**src/rtl/core/cwp_ram.sv**
```systemverilog
// Generic single-write, single-read RAM with registered read data.
module cwp_ram #(
  parameter int WIDTH = 8,
  parameter int DEPTH = 16
) (
  input  logic                     clk_i,
  input  logic                     we_i,
  input  logic [$clog2(DEPTH)-1:0] waddr_i,
  input  logic [WIDTH-1:0]         wdata_i,
  input  logic                     re_i,
  input  logic [$clog2(DEPTH)-1:0] raddr_i,
  output logic [WIDTH-1:0]         rdata_o
);

  logic [WIDTH-1:0] mem_q [DEPTH];
  logic [WIDTH-1:0] rdata_q;

  always_ff @(posedge clk_i) begin
    if (we_i) begin
      mem_q[waddr_i] <= wdata_i;
    end
    if (re_i) begin
      rdata_q <= mem_q[raddr_i];
    end
  end

  assign rdata_o = rdata_q;

endmodule

```
**config.mk**
```make
export PLATFORM = sky130hd
export DESIGN_NAME = cwp_ram
export DESIGN_NICKNAME = d
export VERILOG_FILES = /design/src/rtl/core/cwp_ram.sv
export SDC_FILE = /design/constraint.sdc
export NUM_CORES = 1
export LEC_CHECK = 0
export BUFFER_PORTS_ARGS = -buffer_cell sky130_fd_sc_hd__buf_2
export CAP_MARGIN = 20
export CORE_ASPECT_RATIO = 1.5
export CORE_MARGIN = 3
export CORE_UTILIZATION = 34
export DETAILED_ROUTE_END_ITERATION = 12
export GPL_TIMING_DRIVEN = 0
export PLACE_DENSITY = 0.49
export SYNTH_ARGS = -nofsm -noshare
export SYNTH_HDL_FRONTEND = slang
export SYNTH_SLANG_ARGS = --single-unit
```
**constraint.sdc**
```tcl
create_clock -name clk_i -period 1.8 [get_ports clk_i]
set_input_delay 0.36 -clock clk_i [delete_from_list [all_inputs] [get_ports clk_i]]
set_output_delay 0.36 -clock clk_i [all_outputs]
set_load 0.1 [all_outputs]
```
==> flow_summary.ini <==
[cells_and_area]
layout-drive-gt1-share_pct = 30.1
areaGrowthSynthToFinish_pct = 19.6
design_area_um2 = 6250
nNetsFinal = 294
multiInputGateArea_um2 = 1070
num-fill-cells = 1261
ff_latch_area_um2 = 4080
final_cell_count_no_fill = 482
antenna_cells = 0

[synthesis]
synth_seq_cells = 136
synth_area_um2 = 5230
synth_cell_types = 18
synth-simple-area-share_pct = 3.14
yosys_warnings = 0
netlist_instances = 229
muxShareOfSynthArea_pct = 14.8
synth-xor-area-share_pct = 0
avgSynthCellArea_um2 = 22.8
synth_compound_area_share_pct = 2.30
synth-seq-area-share_pct = 78.1
synth-adder-area-share_pct = 0
synth_nets = 248
synth_top_family_by_area = multiplexers

[sta]
worst_hold_slack_ns = 0.277
slew_headroom_pct = 40.7
slew_viol_final = 0
clock_skew_ns = 0.00744
tightestPinTransition_ns = 0.886
finalSetupViolCount = 0
max_freq_mhz = 595
rsz0062_at_grt = false
fin_crit_sh_pct = 93.3
report.final.hold_viol_count = 0
fin_crit_ns = 1.68

[pwr]
irDropWorstVdd_uv = 522
combPwrFrac_pct = 5.9
p_sw_share_pct = 20.4
clkPwrFrac_pct = 47.7
p_int_uw = 6140
seq_power_share_pct = 46.4
switchingPower_uw = 1580
power.density_nw_per_um2 = 1240
p_leak_uw = 0.00207

[min_path]
hold_path_class = primary input to register

[placement]
portBuffers = 25
placed_area_um2 = 5620
gp_congestion = 0.763
dp_cells = 452
place_hpwl_mm = 7.08

[floorplan]
core_um2 = 14800
boundaryPins = 27
dieHeight_um = 158
core.rowCount = 54
dieArea_um2 = 16900
die_w_um = 107
initial_utilization_pct = 35.3

[global_routing]
grtUsageTotal_pct = 13.6
grt_max_degree = 17
antenna_found_initial = 0
grt_pass1_wl_mm = 15.8
overflow = 0
grt_pass1_vias = 2487

[cts]
cts-hold-fix-buffers = 0
clock_latency_ns = 0.41
clk_pin_slew_ns = 0.05
ctsHtreeMaxLevel = 4
cts-resized-gates = 0
cts_buffers = 17
clock-root-buffer = clkbuf_16
clock_sinks = 136
clockBufferDepth = 2
cts_tree = yes
post_cts.repair.setup_buffers = 0

[detailed_routing]
vias = 2403
viasPerCell = 4.99
avgRoutedWirePerCell_um = 22.2
drt_wl_total_mm = 10.7
drt_iter0_markers = 129
route.detailed.drc = 0
drtPass1Iterations = 4
ant_nets = 0

[job]
drv_cap = 0

[worst_setup_path]
critPathRequiredTime_ns = 1.83
endpoint_kind = register
arrival_ns = 1.71
cp-start-kind = primary input
worstSetupPathType = primary input to register
critPathMaxFanout = 8

[outcome]
status = completed
worst paths after layout:
kind / from / end / slack, ns / cells after the start
max: waddr_i[2] / mem_q[3][5]$_DFFE_PP_ / 0.12 / 3
max reg2reg: mem_q[1][0]$_DFFE_PP_ / rdata_o[0]$_DFFE_PP_ / 0.23 / 3
min: re_i / rdata_o[4]$_DFFE_PP_ / 0.28 / 1
min reg2reg: mem_q[15][0]$_DFFE_PP_ / rdata_o[0]$_DFFE_PP_ / 0.75 / 3
kinds of logic (layout without fill, tap and decap cells):
logic type | count (synthesis) | after routing
buffers and inverters | 10 | 67
flip-flops | 136 | 136
AO/OA/AOI/OAI | 16 | 16
AND/OR/NAND/NOR | 35 | 35
multiplexers | 32 | 32
cell usage after synthesis:
cell,n,area share [%]
mux4_2,18,7.8
nor3_1,4,0.38
edfxtp_1,136,78
nor2_1,13,0.93
a22oi_1,16,2.3
or3b_2,1,0.17
buf_4,1,0.14
nand2b_1,2,0.24
nand2_1,9,0.65
nand3b_1,2,0.29
mux4_1,14,7.0
buf_6,3,0.65
nor2b_1,1,0.12
clkdlybuf4s25_2,3,0.57
nand3_1,1,0.096
buf_2,3,0.29
and2_1,1,0.12
and2b_1,1,0.14
cell type report:
class | instances | area share, %
plain buffers | 10 | 1.38
clock buffers | 17 | 6.81
clock inverters | 13 | 3.26
multi-input cells | 83 | 17.1
flip-flops and latches | 136 | 65.3
well taps | 196 | 3.92
repair buffers | 27 | 2.20
state kept, by name (all words and copies together), names as in the netlist:
signal / cells
mem_q: 128
rdata_o: 8
stage by stage:
step | total power, µW | util [%] | setup TNS [ns] | setup slack [ns]
after detailed placement | 4110 | 38.0 | -11.82 | -0.316
after CTS | 7780 | 42.2 | 0 | 0.124
after global placement | 4100 | 37.9 | -19.90 | -0.501
after global routing | 7950 | 42.2 | 0 | 0.0622
after floorplan | 3940 | - | 0 | 0.158
final | 7720 | 42.2 | 0 | 0.120
power by group through the flow:
stage | Combinational (µW) | Clock [µW] | Sequential (µW)
detailed placement | 462 | 0 | 3650
CTS | 462 | 3730 | 3580
global placement | 456 | 0 | 3640
floorplan | 180 | 0 | 3760
global route | 483 | 3880 | 3590
finish | 454 | 3680 | 3580
critical path: stages:
cell and delay (ns):
buf_2 0.11, or3b_2 0.53, nor2_1 0.70
routing by layer:
layer	up-vias	GRT usage, %	wire length [µm]
li1	1069	-	-
met1	1253	16.3	4270
met2	67	23.3	5640
met3	14	3.35	546
met4	0	6.09	252
met5	-	0	0
cell usage in the layout (no fill, tap or decap), types with 3 or more instances in the layout:
cell type and n:
a22oi_1 16, clkdlybuf4s25_2 3, buf_2 29, mux4_1 14
bufinv_16 5, mux4_2 18, nor2_1 13, edfxtp_1 136
clkbuf_16 17, nand2_1 9, buf_6 3
(Power assumes the default switching activity.)
