[config.mk]
export PLATFORM = sky130hd
export DESIGN_NAME = cwp_mac
export DESIGN_NICKNAME = d
export VERILOG_FILES = /design/src/rtl/core/cwp_pkg.sv /design/src/rtl/core/cwp_mac.sv
export SDC_FILE = /design/constraint.sdc
export NUM_CORES = 2
export LEC_CHECK = 0
export ABC_AREA = 1
export CORE_MARGIN = 1.5
export CORE_UTILIZATION = 45
export DETAILED_ROUTE_END_ITERATION = 16
export DONT_BUFFER_PORTS = 1
export PLACE_DENSITY = 0.6
export SYNTH_ARGS = -nofsm -noshare
export SYNTH_HDL_FRONTEND = slang
export SYNTH_SLANG_ARGS = --single-unit
[constraint.sdc]
create_clock -name clk_i -period 8.9 [get_ports clk_i]
set_input_delay 0.89 -clock clk_i [delete_from_list [all_inputs] [get_ports clk_i]]
set_output_delay 0.89 -clock clk_i [all_outputs]
set_load 0.02 [all_outputs]
[src/rtl/core/cwp_pkg.sv]
// Shared constants and types for the Catmull-Rom waypoint path unit.
package cwp_pkg;

  localparam int MAX_POINTS = 16;
  localparam int AW         = $clog2(MAX_POINTS);
  localparam int CW         = $clog2(MAX_POINTS + 1);

  localparam int COORD_W    = 32;
  localparam int PT_W       = 3 * COORD_W;
  localparam int T_W        = 16;
  localparam int SPEED_W    = 16;
  localparam int ACC_W      = 40;
  localparam int PROD_W     = ACC_W + T_W + 1;
  localparam int INC_SH     = 8;
  localparam int INC_W      = SPEED_W + T_W - INC_SH;

  localparam logic [SPEED_W-1:0] SPEED_RESET = SPEED_W'(128);

  localparam logic OP_APPEND = 1'b0;
  localparam logic OP_TICK   = 1'b1;

  localparam logic [ACC_W-1:0] ACC_POS_MAX =
    {{(ACC_W-COORD_W+1){1'b0}}, {(COORD_W-1){1'b1}}};
  localparam logic [ACC_W-1:0] ACC_NEG_MIN =
    {{(ACC_W-COORD_W+1){1'b1}}, {(COORD_W-1){1'b0}}};

  // Control of the shared multiply / shift / add unit
  typedef struct packed {
    logic             mul_en;
    logic [ACC_W-1:0] mul_a;
    logic [T_W:0]     mul_b;
    logic [ACC_W-1:0] addend;
  } cwp_mac_ctrl_t;

endpackage

[src/rtl/core/cwp_mac.sv]
// Shared multiply unit: registered product, then floor shift and add.
module cwp_mac (
  input  logic                         clk_i,
  input  cwp_pkg::cwp_mac_ctrl_t       ctrl_i,
  output logic [cwp_pkg::PROD_W-1:0]   prod_o,
  output logic [cwp_pkg::ACC_W-1:0]    sum_o
);

  logic signed [cwp_pkg::PROD_W-1:0] prod_d;
  logic signed [cwp_pkg::PROD_W-1:0] prod_q;
  logic signed [cwp_pkg::PROD_W-1:0] prod_shr;

  assign prod_d = $signed(ctrl_i.mul_a) * $signed(ctrl_i.mul_b);

  always_ff @(posedge clk_i) begin
    if (ctrl_i.mul_en) begin
      prod_q <= prod_d;
    end
  end

  // arithmetic shift gives the floor of the product by the Q0.16 factor
  assign prod_shr = prod_q >>> cwp_pkg::T_W;
  assign sum_o    = prod_shr[cwp_pkg::ACC_W-1:0] + ctrl_i.addend;
  assign prod_o   = prod_q;

endmodule

==> flow_summary.ini <==
[grt]
globalRouteOverflowTotal = 0
grt_pass1_vias = 25970
largest_net_degree_at_the_start_of_global_routing = 58
grt_first_pass_wirelength_mm = 142.0
grt.total_usage_pct = 26.80
initial_antenna_violation_count = 0

[placement]
gp_routability_congestion = 0.9904
io_buffers = 0
hpwl_mm = 71.92
detailedPlace.worstSlack_ps = 2251

[drt]
drt_first_pass_iters = 7
detailroute.via_count = 24390
route.detailed.wl_per_inst_um = 17.66
ant_nets = 0
drt_iter0_drc = 1491
via_to_cell_ratio = 4.914
routed_wirelength_mm = 87.65
post-route-drc-count = 0

[clock_tree]
numCtsBuffers = 9
clock_tree_buffer_depth = 2
cts_hold_buffers = 0
clock_sinks = 57
cts-htree-levels = 3
cts-root-buf = sky130_fd_sc_hd__clkbuf_16
cts_tree = built
cts-resized-gates = 0
cts_setup_buffers = 0
cts.clk_slew.worst_paths_ps = 60

[timing]
max_slew.worst_pin.slew_ps = 756.3
relSlewSlack_pct = 49.43
final.period_utilization_pct = 71.45
final.setup.worst_slack_ps = 2541
setup_viol_count_final = 0
hold_violations = 0
timing_max_transition_violations_final = 0
maximum_clock_frequency_mhz = 157.3
grt_setup_unrepaired = no
min_period_ps = 6359
finalSetupTns_ps = 0

[setup_path]
worstPathArrival_ps = 6430
critical_path.startpoint_type = primary input
worstSetupEndpointType = flip-flop
worst-path-max-fanout = 41
critical_path_required_ps = 8980
timing_worst_setup_path_type = primary input to flip-flop

[worst_hold_path]
min_path_type = primary input to flip-flop
timing.hold.worst_path_depth = 0
end_point_of_the_most_critical_hold_path = prod_o[10]
worstHoldStart = ctrl_i[97]

[die]
floorplan.core_area_mm2 = 0.06610
chipHeight_um = 262.0
die_area_mm2 = 0.06865
ios = 196
initial_core_util_pct = 45.68
row_count = 94
die_w_um = 262.0

[layout]
insertedDiodeCount = 0
final_nets = 5006
synthToLayoutAreaGrowth_pct = 2.640
final_design_utilization_pct = 46.88
area_of_combinational_cells_with_multiple_inputs_mm2 = 0.02300
fill_cells = 6830
largest_register_ffs = 57
seq_area_mm2 = 0.001712
drive_above_1_share_pct = 1.976

[logic_synthesis]
synthMostInstantiatedCell = sky130_fd_sc_hd__nand2_1
post_synthesis_instance_area_mm2 = 0.03019
synth_cells = 4231
yosysTopAreaCellShare_pct = 42.57
ys_types = 37
synth.yosys.seq_area_share_pct = 5.669
synth.top_cells.by_area = sky130_fd_sc_hd__fa_1, sky130_fd_sc_hd__nand2_1, sky130_fd_sc_hd__inv_1, sky130_fd_sc_hd__ha_1, sky130_fd_sc_hd__edfxtp_1
synthFlopType = sky130_fd_sc_hd__edfxtp_1
ys_ff_latch = 57
netlist.top_cell.by_area = sky130_fd_sc_hd__fa_1
post_synth.cell_area_avg_um2 = 7.136
synth_enable_flop_cells = 57
synth_commonest_cells = sky130_fd_sc_hd__nand2_1, sky130_fd_sc_hd__inv_1, sky130_fd_sc_hd__fa_1
synth.yosys.warnings = 0
asyncSetResetFlopFracSynth_pct = 0
postSynthNetCount = 5142

[job]
maxCapViolCount = 0

[run_status]
run_status = complete, no violations
[logic make-up after synthesis]
| logic type | synth area share (%) |
|---|---|
| DFF | 5.669 |
| and+or+nand+nor | 22.91 |
| buffers and inverters | 18.15 |
| adders and majority gates | 49.61 |
| xor gates and xnor gates | 1.537 |
| AOI/OAI and AO/OA | 2.118 |
[final cells by class]
type	count	area share (%)
Clock inverter	6	0.1131
Multi-Input combinational cell	2714	74.22
Inverter	1312	15.89
Sequential cell	57	5.523
Timing Repair Buffer	1	0.02423
Clock buffer	10	0.7389
Tap cell	864	3.489
[worst max-delay path, stage by stage]
cell and delay [ps]:
sky130_fd_sc_hd__inv_1 40, sky130_fd_sc_hd__buf_4 440, sky130_fd_sc_hd__nor2_1 110, sky130_fd_sc_hd__fa_1 500
sky130_fd_sc_hd__inv_1 50, sky130_fd_sc_hd__fa_1 480, sky130_fd_sc_hd__inv_1 50, sky130_fd_sc_hd__fa_1 500
sky130_fd_sc_hd__fa_1 450, sky130_fd_sc_hd__fa_1 500, sky130_fd_sc_hd__inv_1 50, sky130_fd_sc_hd__fa_1 470
sky130_fd_sc_hd__inv_1 40, sky130_fd_sc_hd__ha_1 420, sky130_fd_sc_hd__nand2_1 120, sky130_fd_sc_hd__inv_1 90
sky130_fd_sc_hd__nand2_1 120, sky130_fd_sc_hd__nor3_1 370, sky130_fd_sc_hd__nand2_1 180, sky130_fd_sc_hd__nor2_1 120
sky130_fd_sc_hd__nand2_1 160, sky130_fd_sc_hd__nand4_1 140, sky130_fd_sc_hd__nand2_1 90
[layer usage]
layer  track usage (%)  share of wire (%)
met1             35.75                 44
met2             47.15                 49
met3             2.787                5.5
met4             5.698                2.1
met5                 0                  0
[metrics by stage]
stage                     area, um2  std cells  hold slack [ps]
final                         30990       4964            709.7
after floorplan               30190       4231             1003
after CTS                     30990       4964            686.2
after global routing          30990       4964            682.2
after global placement        30720       4948             1031
after detailed placement      30720       4948             1030
[how the worst max path moves through the flow]
stage / from / end / slack [ps] / cells past startpoint
CTS: ctrl_i[56] / prod_o[49] / 2610 / 23
global route: ctrl_i[56] / prod_o[49] / 2320 / 23
floorplan: ctrl_i[96] / prod_o[49] / 2790 / 22
detailed placement: ctrl_i[56] / prod_o[49] / 2250 / 23
finish: ctrl_i[56] / prod_o[49] / 2540 / 23
global placement: ctrl_i[56] / prod_o[49] / 2230 / 23
[cell usage in the layout, fill, tap and decap left out, types with 10 or more instances in the layout]
cell type	n
sky130_fd_sc_hd__xor2_1	36
sky130_fd_sc_hd__xnor2_1	17
sky130_fd_sc_hd__nor2_1	185
sky130_fd_sc_hd__o21ai_0	23
sky130_fd_sc_hd__a21oi_1	77
sky130_fd_sc_hd__nand3_1	83
sky130_fd_sc_hd__or2_2	10
sky130_fd_sc_hd__nand2_1	1353
sky130_fd_sc_hd__nand2_2	15
sky130_fd_sc_hd__inv_1	1309
sky130_fd_sc_hd__fa_1	642
sky130_fd_sc_hd__ha_1	170
sky130_fd_sc_hd__nor2_2	25
sky130_fd_sc_hd__nand4_1	28
sky130_fd_sc_hd__edfxtp_1	57
Power is not shown: default switching activity piles up to over one toggle a cycle in this logic, so the estimate is an artifact.
